===== src/hw/rtl/ladlp_pkg.sv =====
package ladlp_pkg;

	localparam int STAGE_COUNT = 4;

	localparam int SAMPLE_W = 16;
	localparam int CFG_W = 20;
	localparam int CFG_IDX_W = 3;
	localparam int DATA_W = 32;
	localparam int PROD_W = 65;
	localparam int ACC_W = 34;
	localparam int PC_W = 5;

	localparam logic [CFG_IDX_W-1:0] REG_DRIVE = 3'd0;
	localparam logic [CFG_IDX_W-1:0] REG_C1 = 3'd1;
	localparam logic [CFG_IDX_W-1:0] REG_C3 = 3'd2;
	localparam logic [CFG_IDX_W-1:0] REG_C5 = 3'd3;
	localparam logic [CFG_IDX_W-1:0] REG_RES = 3'd4;
	localparam logic [CFG_IDX_W-1:0] REG_COEFF = 3'd5;

	localparam logic [15:0] DRIVE_RST = 16'd4096;
	localparam logic [19:0] C1_RST = 20'd65536;
	localparam logic [19:0] C3_RST = 20'd21845;
	localparam logic [19:0] C5_RST = 20'd13107;
	localparam logic [15:0] RES_RST = 16'd8192;
	localparam logic [15:0] COEFF_RST = 16'd8041;

	localparam logic [2:0] MA_X = 3'd0;
	localparam logic [2:0] MA_Y = 3'd1;
	localparam logic [2:0] MA_Y2 = 3'd2;
	localparam logic [2:0] MA_Y3 = 3'd3;
	localparam logic [2:0] MA_Y5 = 3'd4;
	localparam logic [2:0] MA_PLAST = 3'd5;
	localparam logic [2:0] MA_D = 3'd6;

	localparam logic [2:0] MB_DRIVE = 3'd0;
	localparam logic [2:0] MB_C1 = 3'd1;
	localparam logic [2:0] MB_C3 = 3'd2;
	localparam logic [2:0] MB_C5 = 3'd3;
	localparam logic [2:0] MB_RES = 3'd4;
	localparam logic [2:0] MB_G = 3'd5;
	localparam logic [2:0] MB_Y = 3'd6;
	localparam logic [2:0] MB_Y2 = 3'd7;

	localparam logic [1:0] SH_3 = 2'd0;
	localparam logic [1:0] SH_12 = 2'd1;
	localparam logic [1:0] SH_16 = 2'd2;
	localparam logic [1:0] SH_24 = 2'd3;

	localparam logic [3:0] DST_Y = 4'd0;
	localparam logic [3:0] DST_FB = 4'd1;
	localparam logic [3:0] DST_Y2 = 4'd2;
	localparam logic [3:0] DST_T1 = 4'd3;
	localparam logic [3:0] DST_Y3 = 4'd4;
	localparam logic [3:0] DST_Y5 = 4'd5;
	localparam logic [3:0] DST_T3 = 4'd6;
	localparam logic [3:0] DST_T5 = 4'd7;
	localparam logic [3:0] DST_POLE = 4'd8;

	localparam logic [1:0] ALU_LIN = 2'd0;
	localparam logic [1:0] ALU_FBSUB = 2'd1;
	localparam logic [1:0] ALU_DIFF = 2'd2;

	localparam logic [1:0] JMP_NEXT = 2'd0;
	localparam logic [1:0] JMP_WAIT_IN = 2'd1;
	localparam logic [1:0] JMP_LOOP = 2'd2;
	localparam logic [1:0] JMP_WAIT_OUT = 2'd3;

	localparam logic [PC_W-1:0] PC_IDLE = 5'd0;
	localparam logic [PC_W-1:0] PC_DRIVE = 5'd1;
	localparam logic [PC_W-1:0] PC_Y = 5'd2;
	localparam logic [PC_W-1:0] PC_FB = 5'd3;
	localparam logic [PC_W-1:0] PC_Y2 = 5'd4;
	localparam logic [PC_W-1:0] PC_T1 = 5'd5;
	localparam logic [PC_W-1:0] PC_Y3 = 5'd6;
	localparam logic [PC_W-1:0] PC_Y5M = 5'd7;
	localparam logic [PC_W-1:0] PC_Y5 = 5'd8;
	localparam logic [PC_W-1:0] PC_T3 = 5'd9;
	localparam logic [PC_W-1:0] PC_T5 = 5'd10;
	localparam logic [PC_W-1:0] PC_LIN = 5'd11;
	localparam logic [PC_W-1:0] PC_FBSUB = 5'd12;
	localparam logic [PC_W-1:0] PC_DIFF = 5'd13;
	localparam logic [PC_W-1:0] PC_GMUL = 5'd14;
	localparam logic [PC_W-1:0] PC_POLE = 5'd15;
	localparam logic [PC_W-1:0] PC_EMIT = 5'd16;

	typedef struct packed {
		logic mul_en;
		logic [2:0] ma_sel;
		logic [2:0] mb_sel;
		logic wb_en;
		logic [1:0] wb_sh;
		logic [3:0] wb_dst;
		logic alu_en;
		logic [1:0] alu_op;
		logic [1:0] jmp;
		logic [PC_W-1:0] target;
	} ucw_t;

	typedef struct packed {
		ucw_t cw;
		logic accept;
		logic emit;
	} ctl_t;

	typedef struct packed {
		logic clip;
		logic [DATA_W-1:0] val;
	} sat_t;

	function automatic sat_t sat32(input logic signed [PROD_W-1:0] v);
		sat_t r;
		r.clip = 1'b0;
		r.val = v[DATA_W-1:0];
		if (!v[PROD_W-1] && (|v[PROD_W-2:DATA_W-1])) begin
			r.clip = 1'b1;
			r.val = {1'b0, {(DATA_W-1){1'b1}}};
		end else if (v[PROD_W-1] && !(&v[PROD_W-2:DATA_W-1])) begin
			r.clip = 1'b1;
			r.val = {1'b1, {(DATA_W-1){1'b0}}};
		end
		return r;
	endfunction

	// control store
	function automatic ucw_t ucode(input logic [PC_W-1:0] pc);
		ucw_t cw;
		cw = '0;
		cw.jmp = JMP_NEXT;
		cw.target = PC_IDLE;
		unique case (pc)
			PC_IDLE: begin
				cw.jmp = JMP_WAIT_IN;
			end
			PC_DRIVE: begin
				cw.mul_en = 1'b1; cw.ma_sel = MA_X; cw.mb_sel = MB_DRIVE;
			end
			PC_Y: begin
				cw.wb_en = 1'b1; cw.wb_sh = SH_3; cw.wb_dst = DST_Y;
				cw.mul_en = 1'b1; cw.ma_sel = MA_PLAST; cw.mb_sel = MB_RES;
			end
			PC_FB: begin
				cw.wb_en = 1'b1; cw.wb_sh = SH_12; cw.wb_dst = DST_FB;
				cw.mul_en = 1'b1; cw.ma_sel = MA_Y; cw.mb_sel = MB_Y;
			end
			PC_Y2: begin
				cw.wb_en = 1'b1; cw.wb_sh = SH_24; cw.wb_dst = DST_Y2;
				cw.mul_en = 1'b1; cw.ma_sel = MA_Y; cw.mb_sel = MB_C1;
			end
			PC_T1: begin
				cw.wb_en = 1'b1; cw.wb_sh = SH_16; cw.wb_dst = DST_T1;
				cw.mul_en = 1'b1; cw.ma_sel = MA_Y2; cw.mb_sel = MB_Y;
			end
			PC_Y3: begin
				cw.wb_en = 1'b1; cw.wb_sh = SH_24; cw.wb_dst = DST_Y3;
			end
			PC_Y5M: begin
				cw.mul_en = 1'b1; cw.ma_sel = MA_Y3; cw.mb_sel = MB_Y2;
			end
			PC_Y5: begin
				cw.wb_en = 1'b1; cw.wb_sh = SH_24; cw.wb_dst = DST_Y5;
				cw.mul_en = 1'b1; cw.ma_sel = MA_Y3; cw.mb_sel = MB_C3;
			end
			PC_T3: begin
				cw.wb_en = 1'b1; cw.wb_sh = SH_16; cw.wb_dst = DST_T3;
				cw.mul_en = 1'b1; cw.ma_sel = MA_Y5; cw.mb_sel = MB_C5;
			end
			PC_T5: begin
				cw.wb_en = 1'b1; cw.wb_sh = SH_16; cw.wb_dst = DST_T5;
			end
			PC_LIN: begin
				cw.alu_en = 1'b1; cw.alu_op = ALU_LIN;
			end
			PC_FBSUB: begin
				cw.alu_en = 1'b1; cw.alu_op = ALU_FBSUB;
			end
			PC_DIFF: begin
				cw.alu_en = 1'b1; cw.alu_op = ALU_DIFF;
			end
			PC_GMUL: begin
				cw.mul_en = 1'b1; cw.ma_sel = MA_D; cw.mb_sel = MB_G;
			end
			PC_POLE: begin
				cw.wb_en = 1'b1; cw.wb_sh = SH_16; cw.wb_dst = DST_POLE;
				cw.jmp = JMP_LOOP; cw.target = PC_DIFF;
			end
			PC_EMIT: begin
				cw.jmp = JMP_WAIT_OUT; cw.target = PC_IDLE;
			end
			default: begin
				cw.jmp = JMP_WAIT_OUT; cw.target = PC_IDLE;
			end
		endcase
		return cw;
	endfunction

endpackage


===== src/hw/rtl/ladder_lowpass_with_predistortion.sv =====
// Four-pole ladder low-pass with odd polynomial pre-distortion.
// Input channel: in_valid / in_ready carry one signed Q1.15 dry_sample per request.
// Output channel: out_valid / out_ready carry sample_out (Q1.15, saturated) and
// clipped, which is set when any internal or output saturation hit that sample.
// Configuration: cfg_we writes cfg_data into register cfg_index
// (0 drive, 1..3 shaper c1/c3/c5, 4 resonance, 5 pole coefficient); other
// indexes are dropped. Write only while the block is idle.
// The microcode program runs the eight shaper and feedback multiplies and the
// four pole updates in turn on a single shared 32x33 multiplier, one step per
// cycle while it is not waiting for an input sample or a free output register.
// A finished result waits in the output register; the next sample is taken and
// computed meanwhile, and the program holds on its last step until the output
// register is free, so a stalled receiver stops the block without losing data.
// Reset clears the pole state, loads register defaults and empties the output.
module ladder_lowpass_with_predistortion #(
	parameter int STAGE_COUNT = ladlp_pkg::STAGE_COUNT
) (
	input  logic clk,
	input  logic arst_n,
	input  logic cfg_we,
	input  logic [ladlp_pkg::CFG_IDX_W-1:0] cfg_index,
	input  logic [ladlp_pkg::CFG_W-1:0] cfg_data,
	input  logic in_valid,
	output logic in_ready,
	input  logic signed [ladlp_pkg::SAMPLE_W-1:0] dry_sample,
	output logic out_valid,
	input  logic out_ready,
	output logic signed [ladlp_pkg::SAMPLE_W-1:0] sample_out,
	output logic clipped
);

	localparam int STAGE_W = (STAGE_COUNT > 1) ? $clog2(STAGE_COUNT) : 1;

	ladlp_pkg::ctl_t ctl;
	logic [STAGE_W-1:0] stage;
	logic out_hold;

	ladlp_seq #(
		.STAGE_COUNT(STAGE_COUNT),
		.STAGE_W(STAGE_W)
	) u_seq (
		.clk(clk),
		.arst_n(arst_n),
		.in_valid(in_valid),
		.in_ready(in_ready),
		.out_hold(out_hold),
		.stage(stage),
		.ctl(ctl)
	);

	ladlp_dp #(
		.STAGE_COUNT(STAGE_COUNT),
		.STAGE_W(STAGE_W)
	) u_dp (
		.clk(clk),
		.arst_n(arst_n),
		.cfg_we(cfg_we),
		.cfg_index(cfg_index),
		.cfg_data(cfg_data),
		.dry_sample(dry_sample),
		.ctl(ctl),
		.stage(stage),
		.out_valid(out_valid),
		.out_ready(out_ready),
		.out_hold(out_hold),
		.sample_out(sample_out),
		.clipped(clipped)
	);

endmodule


===== src/hw/rtl/ladlp_seq.sv =====
module ladlp_seq #(
	parameter int STAGE_COUNT = ladlp_pkg::STAGE_COUNT,
	parameter int STAGE_W = (STAGE_COUNT > 1) ? $clog2(STAGE_COUNT) : 1
) (
	input  logic clk,
	input  logic arst_n,
	input  logic in_valid,
	output logic in_ready,
	input  logic out_hold,
	output logic [STAGE_W-1:0] stage,
	output ladlp_pkg::ctl_t ctl
);

	logic [ladlp_pkg::PC_W-1:0] pc_q;
	logic [ladlp_pkg::PC_W-1:0] pc_d;
	logic [STAGE_W-1:0] stage_q;
	ladlp_pkg::ucw_t cw;
	logic last;

	assign cw = ladlp_pkg::ucode(pc_q);
	assign last = (stage_q == STAGE_W'(STAGE_COUNT - 1));

	always_comb begin
		case (cw.jmp)
			ladlp_pkg::JMP_WAIT_IN: pc_d = in_valid ? pc_q + ladlp_pkg::PC_W'(1) : pc_q;
			ladlp_pkg::JMP_LOOP: pc_d = last ? pc_q + ladlp_pkg::PC_W'(1) : cw.target;
			ladlp_pkg::JMP_WAIT_OUT: pc_d = out_hold ? pc_q : cw.target;
			default: pc_d = pc_q + ladlp_pkg::PC_W'(1);
		endcase
	end

	always_ff @(posedge clk or negedge arst_n) begin
		if (!arst_n) begin
			pc_q <= ladlp_pkg::PC_IDLE;
			stage_q <= '0;
		end else begin
			pc_q <= pc_d;
			if (ctl.accept) begin
				stage_q <= '0;
			end else if (cw.jmp == ladlp_pkg::JMP_LOOP && !last) begin
				stage_q <= stage_q + STAGE_W'(1);
			end
		end
	end

	assign in_ready = (cw.jmp == ladlp_pkg::JMP_WAIT_IN);
	assign stage = stage_q;
	assign ctl.cw = cw;
	assign ctl.accept = in_ready && in_valid;
	assign ctl.emit = (cw.jmp == ladlp_pkg::JMP_WAIT_OUT) && !out_hold;

endmodule


===== src/hw/rtl/ladlp_dp.sv =====
module ladlp_dp #(
	parameter int STAGE_COUNT = ladlp_pkg::STAGE_COUNT,
	parameter int STAGE_W = (STAGE_COUNT > 1) ? $clog2(STAGE_COUNT) : 1
) (
	input  logic clk,
	input  logic arst_n,
	input  logic cfg_we,
	input  logic [ladlp_pkg::CFG_IDX_W-1:0] cfg_index,
	input  logic [ladlp_pkg::CFG_W-1:0] cfg_data,
	input  logic signed [ladlp_pkg::SAMPLE_W-1:0] dry_sample,
	input  ladlp_pkg::ctl_t ctl,
	input  logic [STAGE_W-1:0] stage,
	output logic out_valid,
	input  logic out_ready,
	output logic out_hold,
	output logic signed [ladlp_pkg::SAMPLE_W-1:0] sample_out,
	output logic clipped
);

	localparam int DW = ladlp_pkg::DATA_W;
	localparam int PW = ladlp_pkg::PROD_W;
	localparam int AW = ladlp_pkg::ACC_W;

	logic [15:0] drive_q;
	logic signed [19:0] c1_q;
	logic signed [19:0] c3_q;
	logic signed [19:0] c5_q;
	logic [15:0] res_q;
	logic [15:0] g_q;

	logic signed [ladlp_pkg::SAMPLE_W-1:0] x_q;
	logic signed [DW-1:0] y_q, y2_q, y3_q, y5_q, t1_q, t3_q, t5_q, fb_q, u_q, d_q;
	logic signed [DW-1:0] pole_q [STAGE_COUNT];
	logic signed [PW-1:0] prod_q;
	logic clip_q;

	logic out_valid_q;
	logic signed [ladlp_pkg::SAMPLE_W-1:0] sample_out_q;
	logic clipped_q;

	logic signed [DW-1:0] mul_a;
	logic signed [DW:0] mul_b;
	logic signed [DW-1:0] pole_cur;
	logic signed [DW-1:0] pole_last;
	logic signed [PW-1:0] rnd;
	logic signed [PW-1:0] wsum;
	ladlp_pkg::sat_t wsat;
	logic signed [AW-1:0] alu_a, alu_b, alu_c, alu_sum;
	ladlp_pkg::sat_t asat;
	logic signed [DW:0] ornd;
	logic signed [ladlp_pkg::SAMPLE_W-1:0] oval;
	logic oclip;

	assign pole_cur = pole_q[stage];
	assign pole_last = pole_q[STAGE_COUNT-1];

	// config registers
	always_ff @(posedge clk or negedge arst_n) begin
		if (!arst_n) begin
			drive_q <= ladlp_pkg::DRIVE_RST;
			c1_q <= ladlp_pkg::C1_RST;
			c3_q <= ladlp_pkg::C3_RST;
			c5_q <= ladlp_pkg::C5_RST;
			res_q <= ladlp_pkg::RES_RST;
			g_q <= ladlp_pkg::COEFF_RST;
		end else if (cfg_we) begin
			case (cfg_index)
				ladlp_pkg::REG_DRIVE: drive_q <= cfg_data[15:0];
				ladlp_pkg::REG_C1: c1_q <= cfg_data;
				ladlp_pkg::REG_C3: c3_q <= cfg_data;
				ladlp_pkg::REG_C5: c5_q <= cfg_data;
				ladlp_pkg::REG_RES: res_q <= cfg_data[15:0];
				ladlp_pkg::REG_COEFF: g_q <= cfg_data[15:0];
				default: ;
			endcase
		end
	end

	// multiplier operands
	always_comb begin
		unique case (ctl.cw.ma_sel)
			ladlp_pkg::MA_X: mul_a = DW'(x_q);
			ladlp_pkg::MA_Y: mul_a = y_q;
			ladlp_pkg::MA_Y2: mul_a = y2_q;
			ladlp_pkg::MA_Y3: mul_a = y3_q;
			ladlp_pkg::MA_Y5: mul_a = y5_q;
			ladlp_pkg::MA_PLAST: mul_a = pole_last;
			ladlp_pkg::MA_D: mul_a = d_q;
			default: mul_a = '0;
		endcase
		unique case (ctl.cw.mb_sel)
			ladlp_pkg::MB_DRIVE: mul_b = $signed({17'd0, drive_q});
			ladlp_pkg::MB_C1: mul_b = (DW+1)'(c1_q);
			ladlp_pkg::MB_C3: mul_b = (DW+1)'(c3_q);
			ladlp_pkg::MB_C5: mul_b = (DW+1)'(c5_q);
			ladlp_pkg::MB_RES: mul_b = $signed({17'd0, res_q});
			ladlp_pkg::MB_G: mul_b = $signed({17'd0, g_q});
			ladlp_pkg::MB_Y: mul_b = (DW+1)'(y_q);
			ladlp_pkg::MB_Y2: mul_b = (DW+1)'(y2_q);
			default: mul_b = '0;
		endcase
	end

	// product writeback: round, optional pole add, saturate
	always_comb begin
		case (ctl.cw.wb_sh)
			ladlp_pkg::SH_3: rnd = (prod_q + PW'(64'sd4)) >>> 3;
			ladlp_pkg::SH_12: rnd = (prod_q + PW'(64'sd2048)) >>> 12;
			ladlp_pkg::SH_16: rnd = (prod_q + PW'(64'sd32768)) >>> 16;
			default: rnd = (prod_q + PW'(64'sd8388608)) >>> 24;
		endcase
		if (ctl.cw.wb_dst == ladlp_pkg::DST_POLE) begin
			wsum = rnd + PW'(pole_cur);
		end else begin
			wsum = rnd;
		end
		wsat = ladlp_pkg::sat32(wsum);
	end

	// add/subtract unit
	always_comb begin
		unique case (ctl.cw.alu_op)
			ladlp_pkg::ALU_LIN: begin
				alu_a = AW'(t1_q); alu_b = AW'(t3_q); alu_c = AW'(t5_q);
			end
			ladlp_pkg::ALU_FBSUB: begin
				alu_a = AW'(u_q); alu_b = -AW'(fb_q); alu_c = '0;
			end
			ladlp_pkg::ALU_DIFF: begin
				alu_a = AW'(u_q); alu_b = -AW'(pole_cur); alu_c = '0;
			end
			default: begin
				alu_a = '0; alu_b = '0; alu_c = '0;
			end
		endcase
		alu_sum = alu_a + alu_b + alu_c;
		asat = ladlp_pkg::sat32(PW'(alu_sum));
	end

	// output rounding and clamp
	always_comb begin
		ornd = ((DW+1)'(pole_last) + (DW+1)'(33'sd256)) >>> 9;
		oclip = 1'b0;
		oval = ornd[ladlp_pkg::SAMPLE_W-1:0];
		if (ornd > (DW+1)'(33'sd32767)) begin
			oval = 16'sh7FFF;
			oclip = 1'b1;
		end else if (ornd < -(DW+1)'(33'sd32768)) begin
			oval = 16'sh8000;
			oclip = 1'b1;
		end
	end

	always_ff @(posedge clk) begin
		if (ctl.accept) begin
			x_q <= dry_sample;
		end
		if (ctl.cw.mul_en) begin
			prod_q <= mul_a * mul_b;
		end
		if (ctl.cw.wb_en) begin
			case (ctl.cw.wb_dst)
				ladlp_pkg::DST_Y: y_q <= $signed(wsat.val);
				ladlp_pkg::DST_FB: fb_q <= $signed(wsat.val);
				ladlp_pkg::DST_Y2: y2_q <= $signed(wsat.val);
				ladlp_pkg::DST_T1: t1_q <= $signed(wsat.val);
				ladlp_pkg::DST_Y3: y3_q <= $signed(wsat.val);
				ladlp_pkg::DST_Y5: y5_q <= $signed(wsat.val);
				ladlp_pkg::DST_T3: t3_q <= $signed(wsat.val);
				ladlp_pkg::DST_T5: t5_q <= $signed(wsat.val);
				ladlp_pkg::DST_POLE: u_q <= $signed(wsat.val);
				default: ;
			endcase
		end
		if (ctl.cw.alu_en) begin
			if (ctl.cw.alu_op == ladlp_pkg::ALU_DIFF) begin
				d_q <= $signed(asat.val);
			end else begin
				u_q <= $signed(asat.val);
			end
		end
		if (ctl.emit) begin
			sample_out_q <= oval;
			clipped_q <= clip_q | oclip;
		end
	end

	// pole state and control flags
	always_ff @(posedge clk or negedge arst_n) begin
		if (!arst_n) begin
			for (int i = 0; i < STAGE_COUNT; i++) begin
				pole_q[i] <= '0;
			end
			clip_q <= 1'b0;
			out_valid_q <= 1'b0;
		end else begin
			if (ctl.cw.wb_en && ctl.cw.wb_dst == ladlp_pkg::DST_POLE) begin
				pole_q[stage] <= $signed(wsat.val);
			end
			if (ctl.accept) begin
				clip_q <= 1'b0;
			end else if ((ctl.cw.wb_en && wsat.clip) || (ctl.cw.alu_en && asat.clip)) begin
				clip_q <= 1'b1;
			end
			if (ctl.emit) begin
				out_valid_q <= 1'b1;
			end else if (out_ready) begin
				out_valid_q <= 1'b0;
			end
		end
	end

	assign out_hold = out_valid_q && !out_ready;
	assign out_valid = out_valid_q;
	assign sample_out = sample_out_q;
	assign clipped = clipped_q;

endmodule

===== config.mk =====
export PLATFORM = sky130hd
export DESIGN_NAME = ladder_lowpass_with_predistortion
export DESIGN_NICKNAME = d
export VERILOG_FILES = /design/src/hw/rtl/ladlp_pkg.sv /design/src/hw/rtl/ladder_lowpass_with_predistortion.sv /design/src/hw/rtl/ladlp_seq.sv /design/src/hw/rtl/ladlp_dp.sv
export SDC_FILE = /design/constraint.sdc
export NUM_CORES = 2
export LEC_CHECK = 0
export ABC_AREA = 1
export BUFFER_PORTS_ARGS = -buffer_cell sky130_fd_sc_hd__buf_4
export CELL_PAD_IN_SITES_DETAIL_PLACEMENT = 1
export CELL_PAD_IN_SITES_GLOBAL_PLACEMENT = 2
export CORE_MARGIN = 1.5
export CORE_UTILIZATION = 43
export DETAILED_ROUTE_END_ITERATION = 10
export HOLD_SLACK_MARGIN = 0.15
export PLACE_DENSITY_LB_ADDON = 0.1
export RECOVER_POWER = 100
export SLEW_MARGIN = 20
export SYNTH_ARGS = -nofsm -noshare
export SYNTH_HDL_FRONTEND = slang
export SYNTH_SLANG_ARGS = --single-unit

===== constraint.sdc =====
create_clock -name clk -period 14.75 [get_ports clk]
set_clock_uncertainty 0.2 [all_clocks]
set_input_delay 2.2125 -clock clk [delete_from_list [all_inputs] [get_ports clk]]
set_output_delay 2.2125 -clock clk [all_outputs]
set_load 0.05 [all_outputs]

==> impl_metrics.env <==
export IMPL_ys_warnings_count=0
export IMPL_drtPass1Iterations=6
export IMPL_ant_nets=0
export IMPL_cts_root_buf="clkbuf_16"
export IMPL_track_usage_pct=37.1
export IMPL_synth_edff_count=384
export IMPL_synth_seq_cells=661
export IMPL_antenna_found_initial=11
export IMPL_setup_tns_ps=0
export IMPL_hold_violations=0
export IMPL_grt_pass1_vias=77800
export IMPL_max_slew_margin_rel_pct=-324
export IMPL_ys_seq_area_share_pct=22.6
export IMPL_dieArea_sq_mm=0.191
export IMPL_die_w_um=437
export IMPL_io_pins=63
export IMPL_critPathKind="reg -> reg"
export IMPL_cpMostUsedCell="inv_1"
export IMPL_grt_first_pass_wirelength_um=520000
export IMPL_drive_gt1_share_pct=4.77
export IMPL_rsz0062_at_grt="no"
export IMPL_port_buffers=62
export IMPL_vias_per_cell=5.61
export IMPL_rr_worst_depth=42
export IMPL_syn_nets=11800
export IMPL_endpoint_kind="flop"
export IMPL_drc=0
export IMPL_vias=71900
export IMPL_status="finished with violations"
export IMPL_setup_violations_final=0
export IMPL_cts_tree="built"
export IMPL_min_period_over_period_pct=89.6
export IMPL_core_area_sq_mm=0.188
export IMPL_r2r_setup_slack_ps=1540
export IMPL_post_cts_resized=0
export IMPL_area_growth_pct=6.76
export IMPL_async_flop_share_pct=37.1
export IMPL_reg2reg_to="u_dp.prod_q[44]$_DFFE_PN_"
export IMPL_violations="capacitance limit, slew limit"
export IMPL_ys_flop_type="edfxtp_1"
export IMPL_overflow=0
export IMPL_post_cts_buffers=0
export IMPL_timing_max_transition_violations_final=827
export IMPL_synthCells=10300
export IMPL_clock_tree_buffer_depth=3
export IMPL_worstPathArrival_ps=13430
export IMPL_die_h_um=437
export IMPL_fin_crit_ps=13210
export IMPL_cp_slowest_stage_delay_ps=810
export IMPL_avgSynthCellArea_sq_um=7.85
export IMPL_start_kind="flop"
export IMPL_hp_start="u_dp.pole_q[38]$_DFFE_PN0P_"
export IMPL_start_util_pct=43.2
export IMPL_hp_class="reg -> reg"
export IMPL_hold_depth=2
export IMPL_nets=11700
export IMPL_grt_max_degree=115
export IMPL_wl_per_cell_um=27.6
export IMPL_clkLatencyLatePin_ps=710
export IMPL_rows=159
export IMPL_cap_violations=19
export IMPL_critPathMaxFanout=29
export IMPL_htree_num_levels=3
export IMPL_synth_cell_type_count=75
export IMPL_whs_endpoint="u_dp.pole_q[38]$_DFFE_PN0P_"
export IMPL_fmax_mhz=75.7
export IMPL_clkTransAtPathRegs_ps=60
export IMPL_place_gp_congestion=0.990
export IMPL_critPathSlowestCell="inv_1"
export IMPL_cts_sinks=661
export IMPL_hold_buffers=0
export IMPL_numCtsBuffers=78
export IMPL_critical_path_required_ps=14970
export IMPL_synthesis_area_sq_mm=0.0811
export IMPL_routed_wl_um=353000
export IMPL_dp_hpwl_um=281000
export IMPL_crit_reg2reg_launch="u_seq.pc_q[0]$_DFFE_PN0P_"
export IMPL_tightest_slew_ps=6360
export IMPL_dr_first_iter_drc_count=6137
## worst max path at each step
stage	slack (ps)	end	from
finish	1540	u_dp.prod_q[44]$_DFFE_PN_	u_seq.pc_q[0]$_DFFE_PN0P_
floorplan	5100	u_dp.prod_q[62]$_DFFE_PN_	u_seq.pc_q[0]$_DFFE_PN0P_
detailed placement	2100	u_dp.prod_q[44]$_DFFE_PN_	u_seq.pc_q[0]$_DFFE_PN0P_
global placement	2260	u_dp.prod_q[44]$_DFFE_PN_	u_seq.pc_q[1]$_DFFE_PN0P_
CTS	2110	u_dp.prod_q[44]$_DFFE_PN_	u_seq.pc_q[1]$_DFFE_PN0P_
global route	670	u_dp.d_q[22]$_DFFE_PP_	u_seq.stage[0]$_DFFE_PN0P_
## flip-flops by register name, summed over array words and instances (netlist names), 16 cells and up
signal	count
u_dp.c1_q	20
u_dp.y5_q	32
u_dp.u_q	32
u_dp.y2_q	32
u_dp.d_q	32
u_dp.t1_q	32
u_dp.prod_q	63
u_dp.drive_q	16
u_dp.y3_q	32
u_dp.c3_q	20
u_dp.fb_q	32
u_dp.t5_q	32
u_dp.res_q	16
u_dp.c5_q	20
u_dp.x_q	16
u_dp.g_q	16
u_dp.sample_out	16
u_dp.t3_q	32
u_dp.pole_last	32
u_dp.pole_q	96
u_dp.y_q	32
## synth_stat cells (all sizes together), types with 28 or more instances
cell / instances / area [sq um]
nand3: 343 / 1730
xnor2: 79 / 692
xor2: 136 / 1190
clkbuf: 237 / 892
inv: 2131 / 8000
edfxtp: 384 / 11500
dfxtp: 32 / 641
nor3: 80 / 442
a21oi: 361 / 1850
dfstp: 28 / 736
a22o: 42 / 368
fa: 1125 / 22500
nand2: 2511 / 9820
dfrtp: 217 / 5430
o21ai: 538 / 2700
nor4: 31 / 250
a31oi: 61 / 382
buf: 136 / 773
ha: 298 / 3730
o22ai: 34 / 213
nand4: 98 / 619
o211ai: 44 / 330
nor2: 1159 / 4490
## metrics by stage
step / hold slack [ps] / instances / setup WS [ps] / instance area, sq um / util, %
global route: 296 / 12800 / 667 / 86600 / 46.2
floorplan: 248 / 10300 / 5100 / 81100 / -
finish: 282 / 12800 / 1540 / 86600 / 46.2
detailed placement: 266 / 12700 / 2100 / 84400 / 45.0
global placement: 263 / 12700 / 2260 / 84400 / 45.0
CTS: 282 / 12800 / 2110 / 87100 / 46.4
## cell type report
type,count,area (sq um)
Antenna cell,3,7.51
Sequential cell,661,18300
Multi-Input combinational cell,7160,53100
Fill cell,23000,101000
Clock inverter,38,518
Clock buffer,106,2160
Timing Repair Buffer,199,1330
Tap cell,2495,3120
Inverter,2140,8040
## placed cells by master, fill, tap and decap left out, types with 79 or more instances in the layout
cell type / netlist / routed
clkbuf_16: 0 / 79
xnor2_1: 79 / 79
edfxtp_1: 384 / 384
a21oi_1: 350 / 350
nand4_1: 97 / 97
dfrtp_1: 217 / 217
ha_1: 298 / 297
buf_4: 6 / 137
o21ai_0: 439 / 489
nor2_1: 1129 / 1121
fa_1: 1125 / 1125
xor2_1: 136 / 136
nand3_1: 340 / 340
inv_1: 2094 / 2095
nand2_1: 2427 / 2462
## layer usage
layer	vias to the layer above	global-route usage, %	share of wire (%)
met2	2606	62.5	48
met1	37000	46.7	40
li1	31600	-	-
met3	705	4.81	6.4
met5	-	0	0.0082
met4	4	18.6	6.0
## kinds of logic after synthesis
| logic type | share of synthesized area [%] |
|---|---|
| and+or+nand+nor | 21.7 |
| muxes | 0.0123 |
| buffers and inverters | 12.0 |
| adders and majority gates | 32.4 |
| xor gates and xnor gates | 2.32 |
| DFF | 22.6 |
| AOI/OAI and AO/OA | 9.01 |
## critical path, delay by kind of cell (launching register included)
kind            cells  cell delay (ps)
compound gates      9             2800
xor+xnor            1               80
fa+ha+maj          10             4360
buf+inv            14             3170
flops               1              410
simple gates        8             1910
Power is left out: the tool's default activity adds up to more than one toggle a clock period on the data nets, which glitch-free logic cannot reach.
